### config.mk
export PLATFORM = sky130hd
export DESIGN_NAME = periodic_task_timer_bank_flat
export DESIGN_NICKNAME = d
export VERILOG_FILES = /design/src/sv/ptt_pkg.sv /design/src/sv/ptt_in_if.sv /design/src/sv/ptt_out_if.sv /design/src/sv/periodic_task_timer_bank.sv /design/src/flat_wrapper.sv
export SDC_FILE = /design/constraint.sdc
export NUM_CORES = 1
export LEC_CHECK = 0
export ABC_CLOCK_PERIOD_IN_PS = 7900
export BUFFER_PORTS_ARGS = -buffer_cell sky130_fd_sc_hd__buf_2
export CORE_MARGIN = 2
export CORE_UTILIZATION = 35
export CTS_CLUSTER_SIZE = 40
export DETAILED_ROUTE_END_ITERATION = 16
export PLACE_DENSITY = 0.51
export REMOVE_ABC_BUFFERS = 1
export SYNTH_ARGS = -nofsm -noshare
export SYNTH_HDL_FRONTEND = slang
export SYNTH_SLANG_ARGS = --single-unit
### constraint.sdc
create_clock -name clk_i -period 7.9 [get_ports clk_i]
set_input_delay 1.185 -clock clk_i [delete_from_list [all_inputs] [get_ports clk_i]]
set_output_delay 1.185 -clock clk_i [all_outputs]
set_load 0.02 [all_outputs]
### src/sv/ptt_pkg.sv
// Package with shared widths, codes and defaults for the periodic task timer bank.
`timescale 1ns / 1ps

package ptt_pkg;

  localparam int unsigned MaxTasksDef = 8;
  localparam int unsigned ActiveW     = 4;
  localparam int unsigned TaskIdxW    = 3;
  localparam int unsigned TickW       = 32;
  localparam int unsigned MaskW       = 8;

  localparam logic FuncSet     = 1'b0;
  localparam logic FuncAdvance = 1'b1;

  typedef logic [TickW-1:0]    tick_t;
  typedef logic [TaskIdxW-1:0] task_idx_t;
  typedef logic [MaskW-1:0]    mask_t;
  typedef logic [ActiveW-1:0]  active_t;

endpackage

### src/sv/ptt_in_if.sv
// Input channel interface of the timer bank: valid, ready and one command word.
`timescale 1ns / 1ps

interface ptt_in_if;
  import ptt_pkg::*;

  logic      valid;
  logic      ready;
  logic      func;
  task_idx_t task_index;
  tick_t     interval;
  tick_t     elapsed;

  modport source (output valid, output func, output task_index, output interval,
                  output elapsed, input ready);
  modport sink (input valid, input func, input task_index, input interval,
                input elapsed, output ready);
endinterface

### src/sv/ptt_out_if.sv
// Output channel interface of the timer bank: valid, ready and one result word.
`timescale 1ns / 1ps

interface ptt_out_if;
  import ptt_pkg::*;

  logic  valid;
  logic  ready;
  mask_t fired_mask;
  tick_t min_remaining;

  modport source (output valid, output fired_mask, output min_remaining, input ready);
  modport sink (input valid, input fired_mask, input min_remaining, output ready);
endinterface

### src/sv/periodic_task_timer_bank.sv
// Top level of the periodic task timer bank with its task memory and sweep control.
//
//   Channel   Direction  Handshake           Word
//   in_if     in         valid/ready         func, task_index, interval, elapsed
//   out_if    out        valid/ready         fired_mask, min_remaining
//   cfg       in         cfg_we_i only       active task count
//
// A word passes StSweep, StDrain and StFinish from acceptance to its result; the sweep
// reads live entries, where live is the active task count capped at MAX_TASKS, one per
// cycle, and the next word is accepted in the cycle after a result is loaded.
// Reset clears the control state and the per-entry valid bits; an entry that was never
// written reads as zero. A stalled result waits in the output register, and a word
// finished behind it holds until that register frees up.
`timescale 1ns / 1ps

module periodic_task_timer_bank #(
  parameter int unsigned MAX_TASKS = ptt_pkg::MaxTasksDef
) (
  input  logic             clk_i,
  input  logic             rst_ni,
  input  logic             cfg_we_i,
  input  ptt_pkg::active_t cfg_wdata_i,
  ptt_in_if.sink           in_if,
  ptt_out_if.source        out_if
);
  import ptt_pkg::*;

  localparam int unsigned IdxW = (MAX_TASKS > 1) ? $clog2(MAX_TASKS) : 1;
  localparam int unsigned CntW = $clog2(MAX_TASKS + 1);
  localparam int unsigned EntW = 2 * TickW;

  typedef enum logic [1:0] {
    StIdle,
    StSweep,
    StDrain,
    StFinish
  } state_e;

  state_e          state_q;
  active_t         active_q;
  logic [CntW-1:0] live;
  logic [CntW-1:0] rd_cnt_q;
  logic            out_valid_q;
  mask_t           out_mask_q;
  tick_t           out_min_q;

  logic [EntW-1:0] mem_q [MAX_TASKS];
  logic [MAX_TASKS-1:0] vld_q;

  logic            in_acc;
  logic            set_hit;
  logic            rd_en;
  logic [IdxW-1:0] rd_addr;
  logic            rd_vld_q;
  logic            rd_hit_q;
  logic [EntW-1:0] rd_data_q;
  logic [CntW-1:0] proc_idx_q;
  logic            op_adv_q;
  tick_t           elapsed_q;

  tick_t           period;
  tick_t           count;
  tick_t           left;
  logic [TickW:0]  sum;
  logic            fire;
  tick_t           rem;

  logic            wb_en;
  logic            wr_en;
  logic [IdxW-1:0] wr_addr;
  logic [EntW-1:0] wr_data;

  logic            rem_vld_q;
  tick_t           rem_q;
  tick_t           min_q;
  mask_t           fired_q;

  assign in_acc  = in_if.valid && in_if.ready;
  assign set_hit = in_acc && (in_if.func == FuncSet) &&
                   (32'(in_if.task_index) < MAX_TASKS);
  assign in_if.ready = (state_q == StIdle);

  assign out_if.valid         = out_valid_q;
  assign out_if.fired_mask    = out_mask_q;
  assign out_if.min_remaining = out_min_q;

  always_comb begin
    if (32'(active_q) > MAX_TASKS) begin
      live = CntW'(MAX_TASKS);
    end else begin
      live = CntW'(active_q);
    end
  end

  assign rd_en   = (state_q == StSweep) && (rd_cnt_q != live);
  assign rd_addr = rd_cnt_q[IdxW-1:0];

  // Sweep control, output register and active count.
  always_ff @(posedge clk_i or negedge rst_ni) begin
    if (!rst_ni) begin
      state_q     <= StIdle;
      active_q    <= '0;
      rd_cnt_q    <= '0;
      out_valid_q <= 1'b0;
      out_mask_q  <= '0;
      out_min_q   <= '0;
    end else begin
      if (cfg_we_i) begin
        active_q <= cfg_wdata_i;
      end
      if (out_valid_q && out_if.ready) begin
        out_valid_q <= 1'b0;
      end
      unique case (state_q)
        StIdle: begin
          if (in_acc) begin
            rd_cnt_q <= '0;
            state_q  <= StSweep;
          end
        end
        StSweep: begin
          if (rd_en) begin
            rd_cnt_q <= rd_cnt_q + 1'b1;
          end else begin
            state_q <= StDrain;
          end
        end
        StDrain: begin
          if (!rd_vld_q && !rem_vld_q) begin
            state_q <= StFinish;
          end
        end
        StFinish: begin
          if (!out_valid_q || out_if.ready) begin
            out_valid_q <= 1'b1;
            out_mask_q  <= fired_q;
            out_min_q   <= (live == '0) ? '0 : min_q;
            state_q     <= StIdle;
          end
        end
        default: state_q <= StIdle;
      endcase
    end
  end

  // Each entry is visited once per sweep, so a write-back never meets a read of
  // the same entry, and a set write lands before the sweep's first read.
  always_comb begin
    period = rd_hit_q ? rd_data_q[EntW-1:TickW] : '0;
    count  = rd_hit_q ? rd_data_q[TickW-1:0] : '0;
    left   = period - count;
    sum    = {1'b0, count} + {1'b0, elapsed_q};
    fire   = op_adv_q && (sum >= {1'b0, period});
    if (fire) begin
      rem = period;
    end else if (op_adv_q) begin
      rem = period - sum[TickW-1:0];
    end else begin
      rem = left;
    end
  end

  assign wb_en   = rd_vld_q && op_adv_q;
  assign wr_en   = set_hit || wb_en;
  assign wr_addr = set_hit ? IdxW'(in_if.task_index) : proc_idx_q[IdxW-1:0];
  assign wr_data = set_hit ? {in_if.interval, {TickW{1'b0}}}
                           : {period, (fire ? {TickW{1'b0}} : sum[TickW-1:0])};

  always_ff @(posedge clk_i) begin
    if (wr_en) begin
      mem_q[wr_addr] <= wr_data;
    end
    rd_data_q <= mem_q[rd_addr];
  end

  always_ff @(posedge clk_i or negedge rst_ni) begin
    if (!rst_ni) begin
      vld_q     <= '0;
      rd_vld_q  <= 1'b0;
      rd_hit_q  <= 1'b0;
      rem_vld_q <= 1'b0;
      op_adv_q  <= 1'b0;
      fired_q   <= '0;
      min_q     <= '1;
    end else begin
      if (wr_en) begin
        vld_q[wr_addr] <= 1'b1;
      end
      rd_vld_q  <= rd_en;
      rd_hit_q  <= vld_q[rd_addr];
      rem_vld_q <= rd_vld_q;
      if (in_acc) begin
        op_adv_q <= (in_if.func == FuncAdvance);
        fired_q  <= '0;
        min_q    <= '1;
      end else begin
        if (rd_vld_q && fire) begin
          for (int j = 0; j < MaskW; j++) begin
            if (32'(proc_idx_q) == 32'(j)) begin
              fired_q[j] <= 1'b1;
            end
          end
        end
        if (rem_vld_q && (rem_q < min_q)) begin
          min_q <= rem_q;
        end
      end
    end
  end

  always_ff @(posedge clk_i) begin
    proc_idx_q <= rd_cnt_q;
    rem_q      <= rem;
    if (in_acc) begin
      elapsed_q <= in_if.elapsed;
    end
  end

  a_finish_loads: assert property (@(posedge clk_i) disable iff (!rst_ni)
    (state_q == StFinish) && (!out_valid_q || out_if.ready) |=> out_valid_q)
    else $error("finished result was not presented");

  a_wb_in_sweep: assert property (@(posedge clk_i) disable iff (!rst_ni)
    wb_en |-> (state_q == StSweep) || (state_q == StDrain))
    else $error("write-back outside a sweep");

  a_rem_follows_read: assert property (@(posedge clk_i) disable iff (!rst_ni)
    rem_vld_q |-> $past(rd_vld_q))
    else $error("remaining time without a preceding read");

  a_set_marks_valid: assert property (@(posedge clk_i) disable iff (!rst_ni)
    set_hit |=> vld_q[$past(wr_addr)])
    else $error("set word did not mark its entry valid");

  a_set_no_fire: assert property (@(posedge clk_i) disable iff (!rst_ni)
    (state_q != StIdle) && !op_adv_q |-> (fired_q == '0))
    else $error("set word produced a fired bit");

endmodule
### src/flat_wrapper.sv
// flat-port wrapper written by rule: the top's interface ports become plain ports
module periodic_task_timer_bank_flat import ptt_pkg::*;
#(
  parameter int unsigned MAX_TASKS = ptt_pkg::MaxTasksDef
)
  (clk_i, rst_ni, cfg_we_i, cfg_wdata_i, in_if_valid, in_if_func, in_if_task_index, in_if_interval, in_if_elapsed, in_if_ready, out_if_valid, out_if_fired_mask, out_if_min_remaining, out_if_ready);
  ptt_in_if in_if_i ();
  ptt_out_if out_if_i ();
  input  logic clk_i;
  input  logic rst_ni;
  input  logic cfg_we_i;
  input  ptt_pkg::active_t cfg_wdata_i;
  input wire logic [$bits(in_if_i.valid)-1:0] in_if_valid;
  input wire logic [$bits(in_if_i.func)-1:0] in_if_func;
  input wire logic [$bits(in_if_i.task_index)-1:0] in_if_task_index;
  input wire logic [$bits(in_if_i.interval)-1:0] in_if_interval;
  input wire logic [$bits(in_if_i.elapsed)-1:0] in_if_elapsed;
  output wire logic [$bits(in_if_i.ready)-1:0] in_if_ready;
  output wire logic [$bits(out_if_i.valid)-1:0] out_if_valid;
  output wire logic [$bits(out_if_i.fired_mask)-1:0] out_if_fired_mask;
  output wire logic [$bits(out_if_i.min_remaining)-1:0] out_if_min_remaining;
  input wire logic [$bits(out_if_i.ready)-1:0] out_if_ready;
  assign in_if_i.valid = in_if_valid;
  assign in_if_i.func = in_if_func;
  assign in_if_i.task_index = in_if_task_index;
  assign in_if_i.interval = in_if_interval;
  assign in_if_i.elapsed = in_if_elapsed;
  assign in_if_ready = in_if_i.ready;
  assign out_if_valid = out_if_i.valid;
  assign out_if_fired_mask = out_if_i.fired_mask;
  assign out_if_min_remaining = out_if_i.min_remaining;
  assign out_if_i.ready = out_if_ready;
  periodic_task_timer_bank #(.MAX_TASKS(MAX_TASKS)) u_core (.clk_i(clk_i), .rst_ni(rst_ni), .cfg_we_i(cfg_we_i), .cfg_wdata_i(cfg_wdata_i), .in_if(in_if_i), .out_if(out_if_i));
endmodule
==> results of run 1 <==
## final cells by class
cell class                 instances  share of cell area, %
clock buffer                     113                   6.00
clock inverter                    37                  0.990
inverter                          90                  0.906
multi-input combinational       1245                   29.4
sequential                       747                   56.2
tap                             1243                   4.17
timing repair buffer             150                   2.30
## power groups by stage
stage	Sequential (W)	Clock, W	Combinational (W)
2_1_floorplan	0.00669	0	0.00607
3_3_place_gp	0.00665	0	0.00843
3_5_place_dp	0.00668	0	0.00859
4_1_cts	0.00660	0.00379	0.00865
5_1_grt	0.00668	0.00396	0.00960
6_report	0.00659	0.00370	0.00860
## worst min-delay path by stage
stage                            start                    to  depth (start not counted)
detailed placement     u_core.vld_q[1]       u_core.vld_q[1]                          1
CTS                    u_core.rem_q[6]       u_core.min_q[6]                          2
finish                 u_core.rem_q[6]       u_core.min_q[6]                          2
global placement       u_core.rem_q[6]       u_core.min_q[6]                          2
floorplan           u_core.rd_cnt_q[3]  u_core.proc_idx_q[3]                          0
global route           u_core.rem_q[6]       u_core.min_q[6]                          2
## cell usage in the layout (no fill, tap or decap), drive strengths merged, types with 4 or more instances in the layout
cell and n:
nor3 18, xnor2 38, nor2b 13, edfxtp 544
o41ai 4, a21o 59, nand4 21, dfxtp 100
dfstp 32, nand3 87, clkbuf 113, and3 4
mux4 130, dfrtp 71, or3 4, nand2 123
o21a 8, o31ai 8, a22o 32, and2 64
xor2 25, mux2 81, a31oi 4, bufinv 5
nand2b 14, mux2i 30, o21bai 13, a21oi 78
or2 11, clkinv 24, o31a 6, inv 97
a211oi 12, buf 150, o21ai 133, ha 128
nor2 59
## per-layer routing
metal	global-route usage [%]	up-vias	wire length, um
li1	-	8630	-
met1	24.7	9544	38300
met2	27.8	453	38500
met3	2.68	99	4080
met4	5.57	0	2180
met5	0	-	0
## flip-flops by register name (all words and copies together) (netlist names), 2 cells and up
| register | flops |
|---|---|
| u_core.vld_q | 8 |
| u_core.rd_cnt_q | 4 |
| u_core.rd_data_q | 64 |
| u_core.mem_q | 512 |
| u_core.out_if.min_remaining | 32 |
| u_core.proc_idx_q | 4 |
| u_core.fired_q | 8 |
| u_core.state_q | 2 |
| u_core.active_q | 4 |
| u_core.min_q | 32 |
| u_core.elapsed_q | 32 |
| u_core.rem_q | 32 |
| u_core.out_if.fired_mask | 8 |
## stage by stage
stage / utilization [%] / cell area (um^2)
3_5_place_dp: 37.7 / 34700
4_1_cts: 40.6 / 37300
3_3_place_gp: 37.7 / 34700
2_1_floorplan: - / 32200
5_1_grt: 40.6 / 37300
6_report: 40.6 / 37300
## critical path, cell delays in order (launching register included)
cell,delay [ns]
dfrtp_2,0.61
and2_1,0.25
ha_1,0.23
fa_1,0.50
o2111ai_1,0.26
nand3_1,0.13
o2111ai_1,0.35
a31oi_1,0.14
a211oi_1,0.37
nor3b_1,0.58
o31a_1,0.34
o21a_1,0.31
o21bai_1,0.13
xor2_1,0.24
ha_1,0.30
nand4_1,0.13
nor3_1,0.08
nand2_1,0.08
nor3_1,0.05
nor3_1,0.14
o21ai_0,0.11
o21ai_0,0.31
o41ai_4,0.21
buf_4,0.24
nor3_1,0.55
## cells by family after synthesis
logic type | after synthesis | share of synthesized area [%]
flops | 747 | 64.4
mux | 241 | 12.7
buf+inv | 188 | 2.18
compound gates | 379 | 7.41
simple gates | 431 | 6.54
xor+xnor | 63 | 1.70
fa+ha+maj | 131 | 5.07
==> results.tsv, run 1 <==
stage	metric	value	unit
pwr	Peak VDD IR	0.186	mV
timing	ratio of final minimum period to clock period	88.2	%
status	outcome	completed	
timing	Finish-stage setup viols	0	
worst_setup_path	Critical Path RT	8.23	ns
cts	clock buffer depth	3	
cells_and_area	Area growth syn-to-layout	14.6	%
pwr	Comb pwr share	45.5	%
cts	Post-CTS Hold Fix Bufs	0	
logic_synthesis	Post-synth top cells	544 x edfxtp_1, 132 x o21ai_0, 130 x mux4_2, 128 x ha_1, 123 x nand2_1	
logic_synthesis	Mapped Area	0.0325	mm^2
routing	via count of the routed design	18700	
pwr	sequential share of power	34.9	%
cts	Clk Tree Root Cell	clkbuf_16	
cells_and_area	layout cells sized above 1	23.0	%
cts	H-tree levels	3	
floorplan	# rows	111	
routing	Via density	5.17	
logic_synthesis	Main synth FF type	edfxtp_1	
grt	first-pass GRT wire length	124000	um
pwr	Leak Pwr	13.8	nW
pwr	Clk pwr share	19.6	%
logic_synthesis	Seq/Total Area, Yosys	64.4	%
grt	initial antenna violation count	7	
worst_setup_path	FF-to-FF path depth	24	
floorplan	Core Box Area	0.0919	mm^2
placed_design	dpl cells	3475	
timing	final hold slack	0.458	ns
cells_and_area	NumNets Final	2521	
logic_synthesis	top cell type's share of synthesized area	50.2	%
pwr	Internal Power	0.0116	W
worst_setup_path	Crit. End Element	flip-flop	
timing	Max Clock Freq	0.143	GHz
cells_and_area	n_diodes	0	
placed_design	Post-DP HPWL	52400	um
worst_setup_path	Worst R2R Setup Slack	0.93	ns
grt	Total GRT Usage	17.5	%
timing	Final Skew	0.0294	ns
cts	worst skew pair latency	0.64	ns
cts	clk slew on worst S/H paths	0.06	ns
routing	# DRC	0	
cts	post-cts sizing count	0	
placed_design	Place WS	0.910	ns
logic_synthesis	Post-Syn Instances	2180	
floorplan	die height	309	um
worst_setup_path	Worst Path Arrival	7.30	ns
worst_setup_path	CP Max Fanout	29	
worst_setup_path	Critical path destination	u_core.mem_q[4][0]	
logic_synthesis	number of flops mapped to enable cells by yosys	544	
floorplan	Starting Density	35.4	%
pwr	Tot Pwr	0.0189	W
logic_synthesis	post-synth cell types	64	
placed_design	GPL Wtd Cong	0.849	
flow_run	Maximum Capacitance Violations	0	
pwr	Switching Share	38.6	%
worst_setup_path	FF-to-FF End	u_core.mem_q[4][0]	
routing	remaining antenna violation count	0	
timing	Min Clock Period, post-route	6.97	ns
timing	final worst slack	0.929	ns
timing	Slew @ Worst Pin	1.23	ns
logic_synthesis	number of synthesized register bits	747	
cts	CTS tree	done	
routing	DRT iter0 DRCs	1494	
logic_synthesis	FFs w/ async S/R, synth	13.8	%
placed_design	Port Buffer Count	118	
timing	Setup TNS	0	ns
timing	Hold Vio Cnt, Final	0	
logic_synthesis	mean post-synth cell area	14.9	um^2
logic_synthesis	Area contributors post-synth	edfxtp_1 50%, mux4_2 9.0%, dfxtp_1 6.2%	
pwr	Sw Pwr	0.00730	W
logic_synthesis	top-count cell post-synth	edfxtp_1	
timing	max-slew violations	0	
logic_synthesis	Syn. warnings	0	
grt	Remaining Overflow, GRT	0	
floorplan	DIE WIDTH	309	um
routing	DR WL/cell	22.9	um
cts	CTS Sinks	747	
routing	final wirelength	83100	um
worst_setup_path	Crit. Startpoint	u_core.rd_hit_q	
worst_setup_path	crit start category	flip-flop	
cells_and_area	Reg area	0.0210	mm^2
worst_setup_path	CP Class	reg -> reg	
grt	pin count of the biggest net entering global routing	61	
logic_synthesis	cell taking the most area after synthesis	edfxtp_1	
cts	Setup Buffers After CTS	0	
cts	CTS buffer count	80	
timing	slew margin rel.	18.0	%
routing	DR pass1 iterations	5	
min_path	Hold WC Path Type	reg -> reg	
cells_and_area	Final Non-Filler Cells	3625	
worst_setup_path	Reg-to-Reg Start	u_core.rd_hit_q	
floorplan	IO Pins	119	
cells_and_area	fill cell count	8474	
pwr	pwr dens	507	mW/mm^2
grt	vias in the first global route	19300	
floorplan	Total Die Area	0.0954	mm^2
timing	RSZ-0062 raised after global routing	no	
cells_and_area	footprint of the multi-input gates	0.0110	mm^2
Note: power is estimated with default switching activity, not from simulation.
==> run 2: changes to the inputs <==
- ABC_AREA: default -> 1
==> run 2 against run 1 <==
Sequential share of layout area is 1.4 points lower. Count of clock-buffer cells in the layout is 1 lower. Non-clock buffer count up 4. First-iteration DRC count up 30%. Wire length is 11% higher. Final cell count up 29%. Final area is 2.5% higher. Area after synthesis is 3.0% higher. Register-to-register slack better by 1.1 ns. Clock skew is 0.0048 ns lower. Sequential cell count unchanged. Critical path type unchanged. Highest routed layer unchanged.
==> results.tsv, run 2 <==
stage	metric	value	unit	change
routing	DRT iter0 DRCs	1942		was 1494
worst_setup_path	crit start category	flip-flop		unchanged
floorplan	DIE WIDTH	314	um	was 309 um
timing	Hold Vio Cnt, Final	0		unchanged
timing	Slew @ Worst Pin	1.11	ns	was 1.23 ns
worst_setup_path	CP Class	reg -> reg		unchanged
status	outcome	completed		unchanged
logic_synthesis	top-count cell post-synth	edfxtp_1		unchanged
timing	ratio of final minimum period to clock period	74.2	%	was 88.2%
logic_synthesis	Adder-Cell Fraction of Synth Area	4.90	%	was 5.07%
grt	initial antenna violation count	1		was 7
cells_and_area	fill cell count	9300		was 8474
cells_and_area	top flop regs	u_core.mem_q (512), u_core.rd_data_q (64)		unchanged
cells_and_area	NumNets Final	3556		was 2521
routing	# DRC	0		unchanged
logic_synthesis	cell taking the most area after synthesis	edfxtp_1		unchanged
cts	clock buffer depth	3		unchanged
cts	post-cts sizing count	0		unchanged
cts	Setup Buffers After CTS	0		unchanged
logic_synthesis	Seq/Total Area, Yosys	62.5	%	was 64.4%
grt	Total GRT Usage	18.8	%	was 17.5%
timing	Final Skew	0.0245	ns	was 0.0294 ns
floorplan	Total Die Area	0.0983	mm^2	was 0.0954 mm^2
placed_design	Post-DP HPWL	56900	um	was 52400 um
logic_synthesis	FFs w/ async S/R, synth	13.8	%	unchanged
routing	Via density	5.00		was 5.17
logic_synthesis	number of synthesized register bits	747		unchanged
timing	max-slew violations	0		unchanged
floorplan	Starting Density	35.3	%	was 35.4%
cells_and_area	Largest Register	u_core.mem_q		unchanged
timing	slew margin rel.	25.7	%	was 18.0%
grt	vias in the first global route	22500		was 19300
cts	Clk Tree Root Cell	clkbuf_16		unchanged
routing	via count of the routed design	23400		was 18700
worst_setup_path	Critical Path RT	8.26	ns	was 8.23 ns
logic_synthesis	Synth Area in Compound Gates	12.5	%	was 7.41%
logic_synthesis	Area contributors post-synth	edfxtp_1 49%, o21ai_0 6.7%, nor2_1 6.0%		was edfxtp_1 50%, mux4_2 9.0%, dfxtp_1 6.2%
cells_and_area	most frequent cells in the layout	544 x edfxtp_1, 532 x nor2_1, 447 x o21ai_0		was 544 x edfxtp_1, 132 x o21ai_0, 130 x mux4_2
cells_and_area	Area growth syn-to-layout	14.0	%	was 14.6%
floorplan	Core Box Area	0.0950	mm^2	was 0.0919 mm^2
logic_synthesis	number of flops mapped to enable cells by yosys	544		unchanged
routing	final wirelength	92600	um	was 83100 um
logic_synthesis	largest family of logic cells by synthesized area	simple AND/OR/NAND/NOR gates		was multiplexers
logic_synthesis	Post-synth top cells	544 x edfxtp_1, 540 x nor2_1, 447 x o21ai_0, 445 x nand2_1, 236 x inv_1		was 544 x edfxtp_1, 132 x o21ai_0, 130 x mux4_2, 128 x ha_1, 123 x nand2_1
cells_and_area	layout cells sized above 1	11.0	%	was 23.0%
logic_synthesis	mean post-synth cell area	10.3	um^2	was 14.9 um^2
timing	Max Clock Freq	0.171	GHz	was 0.143 GHz
logic_synthesis	Post-Syn Instances	3263		was 2180
cts	CTS Sinks	747		unchanged
routing	DR WL/cell	19.8	um	was 22.9 um
flow_run	Maximum Capacitance Violations	0		unchanged
logic_synthesis	Mapped Area	0.0335	mm^2	was 0.0325 mm^2
routing	DR pass1 iterations	6		was 5
placed_design	Port Buffer Count	118		unchanged
floorplan	die height	314	um	was 309 um
grt	Remaining Overflow, GRT	0		unchanged
worst_setup_path	Crit. End Element	flip-flop		unchanged
cts	clk slew on worst S/H paths	0.06	ns	about the same
worst_setup_path	Worst Path Arrival	6.22	ns	was 7.30 ns
logic_synthesis	mux contribution to synthesized area	0	%	was 12.7%
cts	CTS tree	done		unchanged
placed_design	GPL Wtd Cong	0.877		was 0.849
cells_and_area	max reg flops	512		unchanged
cells_and_area	n_diodes	0		unchanged
logic_synthesis	post-synth cell types	54		was 64
logic_synthesis	Post-Synth Simple-Gate Area	14.2	%	was 6.54%
worst_setup_path	CP Max Fanout	55		was 29
routing	remaining antenna violation count	0		unchanged
cells_and_area	commonest non-fill, non-tap cell in the layout	edfxtp_1		unchanged
logic_synthesis	Main synth FF type	edfxtp_1		unchanged
timing	final hold slack	0.457	ns	was 0.458 ns
cts	CTS buffer count	82		was 80
cts	Post-CTS Hold Fix Bufs	0		unchanged
cts	worst skew pair latency	0.65	ns	was 0.64 ns
grt	first-pass GRT wire length	141000	um	was 124000 um
logic_synthesis	XOR/XNOR Fraction of Synth Area	1.46	%	was 1.70%
timing	RSZ-0062 raised after global routing	no		unchanged
logic_synthesis	Syn. warnings	0		unchanged
timing	Min Clock Period, post-route	5.86	ns	was 6.97 ns
min_path	Hold WC Path Type	reg -> reg		unchanged
grt	pin count of the biggest net entering global routing	122		was 61
floorplan	IO Pins	119		unchanged
timing	Finish-stage setup viols	0		unchanged
floorplan	# rows	113		was 111
cts	H-tree levels	3		unchanged
logic_synthesis	top cell type's share of synthesized area	48.7	%	was 50.2%
[run 2: cell types whose count changed in the layout (fill, tap and decap cells not counted), moves of 26 or more]
cell     delta
o21ai_0   +315
nand2_1   +323
a21oi_1    +39
inv_1     +144
and2_1     -61
mux2_2     -79
a21o_1     -45
o22ai_1    +63
a22o_1     -32
mux2i_1    -30
a31oi_1    +64
nor2_1    +483
o21ai_1    +26
mux4_2    -130
[run 2: kinds of logic after synthesis]
group / count (synthesis)
adders and majority gates: 130
DFF: 747
and+or+nand+nor: 1165
AOI/OAI and AO/OA: 773
buffers and inverters: 392
xor gates and xnor gates: 56
[run 2: per-layer routing]
metal | wire length, um | track usage (%) | share of wire [%]
met5 | 0 | 0 | 0
met4 | 2290 | 5.77 | 2.5
met3 | 3940 | 2.78 | 4.2
met2 | 41300 | 29.3 | 45
met1 | 45000 | 27.1 | 49
[run 2: worst paths after layout]
kind / depth (start not counted) / startpoint / end / slack (ns)
hold reg to reg: 1 / u_core.vld_q[4] / u_core.vld_q[4] / 0.46
max in group asynchronous: 2 / rst_ni / u_core.rd_cnt_q[0] / 6.09
hold / removal: 1 / u_core.vld_q[4] / u_core.vld_q[4] / 0.46
setup reg to reg: 26 / u_core.rd_hit_q / u_core.mem_q[0][18] / 2.04
setup / recovery: 26 / u_core.rd_hit_q / u_core.mem_q[0][18] / 2.04
min in group asynchronous: 1 / rst_ni / u_core.out_if.min_remaining[2] / 0.59
[run 2: cell type report]
cell class	instances	area (um^2)	share of cell area, %
inverter	240	916	2.40
multi-input combinational	2124	11100	29.1
clock buffer	112	2300	6.01
sequential	747	21000	54.9
tap	1265	1580	4.14
timing repair buffer	154	913	2.39
clock inverter	40	415	1.09
[run 2: critical path: stages, from the launching register on]
cell	delay, ns
dfrtp_2	0.68
buf_4	0.41
nand2_1	0.14
inv_1	0.08
ha_1	0.27
a21oi_1	0.22
o21ai_0	0.16
nand2_1	0.08
inv_1	0.03
or2_2	0.28
inv_1	0.06
nand2_1	0.08
a21boi_0	0.22
xor2_1	0.27
inv_1	0.08
ha_1	0.33
nand2_1	0.07
nor2_1	0.04
a211oi_1	0.20
nand2_1	0.09
nand2_1	0.06
nand2_1	0.04
nand2_1	0.15
nand2_8	0.12
nand2_8	0.31
nand2_4	0.42
a21oi_1	0.64
[run 2: metrics by stage]
| stage | setup WS [ns] | TNS, ns | instance area [um^2] | cells | utilization (%) |
|---|---|---|---|---|---|
| 6_report | 2.04 | 0 | 38200 | 4682 | 40.2 |
| 5_1_grt | 1.49 | 0 | 38200 | 4682 | 40.2 |
| 4_1_cts | 2.00 | 0 | 38200 | 4682 | 40.2 |
| 3_5_place_dp | 2.03 | 0 | 35500 | 4530 | 37.4 |
| 3_3_place_gp | 2.07 | 0 | 35500 | 4530 | 37.4 |
| 2_1_floorplan | -2.38 | -150.32 | 32900 | 3111 | - |
Power of run 2 is not shown: default switching activity piles up to over one toggle a cycle in this logic, so the estimate is an artifact.
==> run 3: changes to the inputs <==
- ABC_CLOCK_PERIOD_IN_PS: 7900 -> 5400
- clock period: 7.9 -> 5.4 ns (I/O delays scaled with it)
==> run 3 against run 2 <==
Count of clock-buffer cells in the layout increased by 8. Core utilization up 0.17 points. Sequential share of layout area shrank 0.23 points. Critical endpoint is now u_core.mem_q[1][9]. Die area unchanged. Via count increased by 0.97%. Final cell count grew 0.26%. Register-to-register slack worse by 1.6 ns. Wire length down 0.20%. Global-route usage about the same. Final area rose by 0.42%.
==> results.tsv, run 3 (synthesized netlist as in run 2, its figures left out) <==
stage	metric	value	unit	change
timing	final worst slack	0.446	ns	was 2.04 ns
worst_setup_path	crit start category	flip-flop		unchanged
floorplan	die height	314	um	unchanged
cells_and_area	footprint of the multi-input gates	0.0112	mm^2	was 0.0111 mm^2
routing	Via density	5.03		was 5.00
worst_setup_path	Critical Path RT	5.84	ns	was 8.26 ns
routing	remaining antenna violation count	0		unchanged
cts	CTS Sinks	747		unchanged
floorplan	Core Box Area	0.0950	mm^2	unchanged
cells_and_area	Area growth syn-to-layout	14.5	%	was 14.0%
routing	DRT iter0 DRCs	2036		was 1942
floorplan	Starting Density	35.3	%	unchanged
routing	final wirelength	92400	um	was 92600 um
grt	met3 Usage GRT	2.46	%	was 2.78%
cells_and_area	n_diodes	0		unchanged
placed_design	GPL Wtd Cong	0.879		was 0.877
grt	Remaining Overflow, GRT	0		unchanged
cells_and_area	top flop regs	u_core.mem_q (512), u_core.rd_data_q (64)		unchanged
cells_and_area	final core utilization	40.4	%	was 40.2%
worst_setup_path	CP Class	reg -> reg		unchanged
timing	Min Clock Period, post-route	4.95	ns	was 5.86 ns
cts	Post-CTS Hold Fix Bufs	0		unchanged
floorplan	# rows	113		unchanged
placed_design	Post-DP HPWL	57000	um	was 56900 um
grt	gr busiest metal	met2		unchanged
cts	Clk Tree Root Cell	clkbuf_16		unchanged
routing	DR pass1 iterations	5		was 6
cts	worst skew pair latency	0.66	ns	was 0.65 ns
timing	RSZ-0062 raised after global routing	no		unchanged
cts	clk slew on worst S/H paths	0.06	ns	about the same
grt	met2 Use GR	29.2	%	was 29.3%
timing	Final Skew	0.0286	ns	was 0.0245 ns
routing	# DRC	0		unchanged
grt	Total GRT Usage	18.8	%	about the same
routing	via count of the routed design	23600		was 23400
grt	first-pass GRT wire length	141000	um	about the same
cts	clock buffer depth	3		unchanged
worst_setup_path	CP Max Fanout	38		was 55
cells_and_area	max reg flops	512		unchanged
timing	Hold Vio Cnt, Final	0		unchanged
floorplan	IO Pins	119		unchanged
cts	H-tree levels	3		unchanged
cells_and_area	fill cell count	9334		was 9300
cells_and_area	NumNets Final	3565		was 3556
timing	max-slew violations	0		unchanged
timing	Slew @ Worst Pin	1.13	ns	was 1.11 ns
cells_and_area	Final Non-Filler Cells	4694		was 4682
grt	initial antenna violation count	0		was 1
floorplan	DIE WIDTH	314	um	unchanged
timing	Max Clock Freq	0.202	GHz	was 0.171 GHz
worst_setup_path	Crit. End Element	flip-flop		unchanged
cells_and_area	Reg area	0.0210	mm^2	unchanged
cts	CTS buffer count	83		was 82
cells_and_area	commonest non-fill, non-tap cell in the layout	edfxtp_1		unchanged
timing	slew margin rel.	24.5	%	was 25.7%
cells_and_area	layout cells sized above 1	11.5	%	was 11.0%
cells_and_area	Largest Register	u_core.mem_q		unchanged
floorplan	Total Die Area	0.0983	mm^2	unchanged
routing	DR WL/cell	19.7	um	was 19.8 um
status	outcome	completed		unchanged
placed_design	Place WS	0.238	ns	was 2.03 ns
placed_design	dpl cells	4537		was 4530
grt	vias in the first global route	22700		was 22500
cts	CTS tree	done		unchanged
timing	Finish-stage setup viols	0		unchanged
cells_and_area	most frequent cells in the layout	544 x edfxtp_1, 530 x nor2_1, 447 x o21ai_0		was 544 x edfxtp_1, 532 x nor2_1, 447 x o21ai_0
placed_design	Port Buffer Count	118		unchanged
grt	GR Util met1	27.3	%	was 27.1%
timing	final hold slack	0.303	ns	was 0.457 ns
timing	ratio of final minimum period to clock period	91.7	%	was 74.2%
flow_run	Maximum Capacitance Violations	0		unchanged
min_path	Hold WC Path Type	in -> async		was reg -> reg
worst_setup_path	Worst Path Arrival	5.39	ns	was 6.22 ns
grt	pin count of the biggest net entering global routing	160		was 122
==> run 3: worst max-delay path: stages, from the launching register on <==
cell      delay (ns)
dfrtp_2         0.39
buf_12          0.26
nand2_1         0.10
inv_1           0.07
ha_1            0.20
fa_1            0.20
nand2_1         0.07
nand3_1         0.09
nand2_2         0.09
o21ai_2         0.22
a21oi_1         0.12
buf_4           0.16
o21ai_0         0.35
xor2_1          0.40
ha_1            0.32
a21oi_1         0.13
nor2_1          0.05
a211oi_1        0.17
nand2_1         0.08
nand2_1         0.06
nand2_1         0.04
nand2_1         0.15
nand2_8         0.12
nand2_8         0.14
nand2_8         0.20
buf_4           0.25
nor2_2          0.27
==> run 3: metrics by stage <==
| stage | setup TNS (ns) | cell area [um^2] |
|---|---|---|
| after floorplan | -761.77 | 32900 |
| final | 0 | 38400 |
| after global routing | 0 | 38400 |
| after detailed placement | 0 | 35500 |
| after CTS | 0 | 38300 |
| after global placement | 0 | 35500 |
==> run 3: metal layers <==
metal	vias up	share of wire, %
met5	-	0
met2	508	45
li1	11500	-
met3	114	4.4
met4	0	2.5
met1	11500	48
==> run 3: area by class of cell <==
class | instances | share of cell area, %
repair buffers | 162 | 2.51
clock inverters | 36 | 1.06
inverters | 240 | 2.39
clock buffers | 120 | 6.19
flip-flops and latches | 747 | 54.6
multi-input cells | 2124 | 29.1
well taps | 1265 | 4.12
==> run 3: repair_timing <==
item                       in CTS  in global routing
setup endpoints to repair       0                152
buffers inserted                0                  1
hold endpoints to repair        0                  0
resized for setup               0                 10
==> run 3: path summary, 6_finish.rpt <==
path                                  start                        endpoint  slack, ns  cells after the start
setup / recovery            u_core.rd_hit_q              u_core.mem_q[1][9]       0.45                     26
hold / removal                       rst_ni  u_core.out_if.min_remaining[2]       0.30                      1
setup reg to reg            u_core.rd_hit_q              u_core.mem_q[1][9]       0.45                     26
hold reg to reg             u_core.vld_q[3]                 u_core.vld_q[3]       0.46                      1
max in group asynchronous            rst_ni              u_core.rd_cnt_q[1]       4.06                      2
min in group clk_i         in_if_elapsed[7]             u_core.elapsed_q[7]       0.32                      1
Power of run 3 is left out for the same reason.
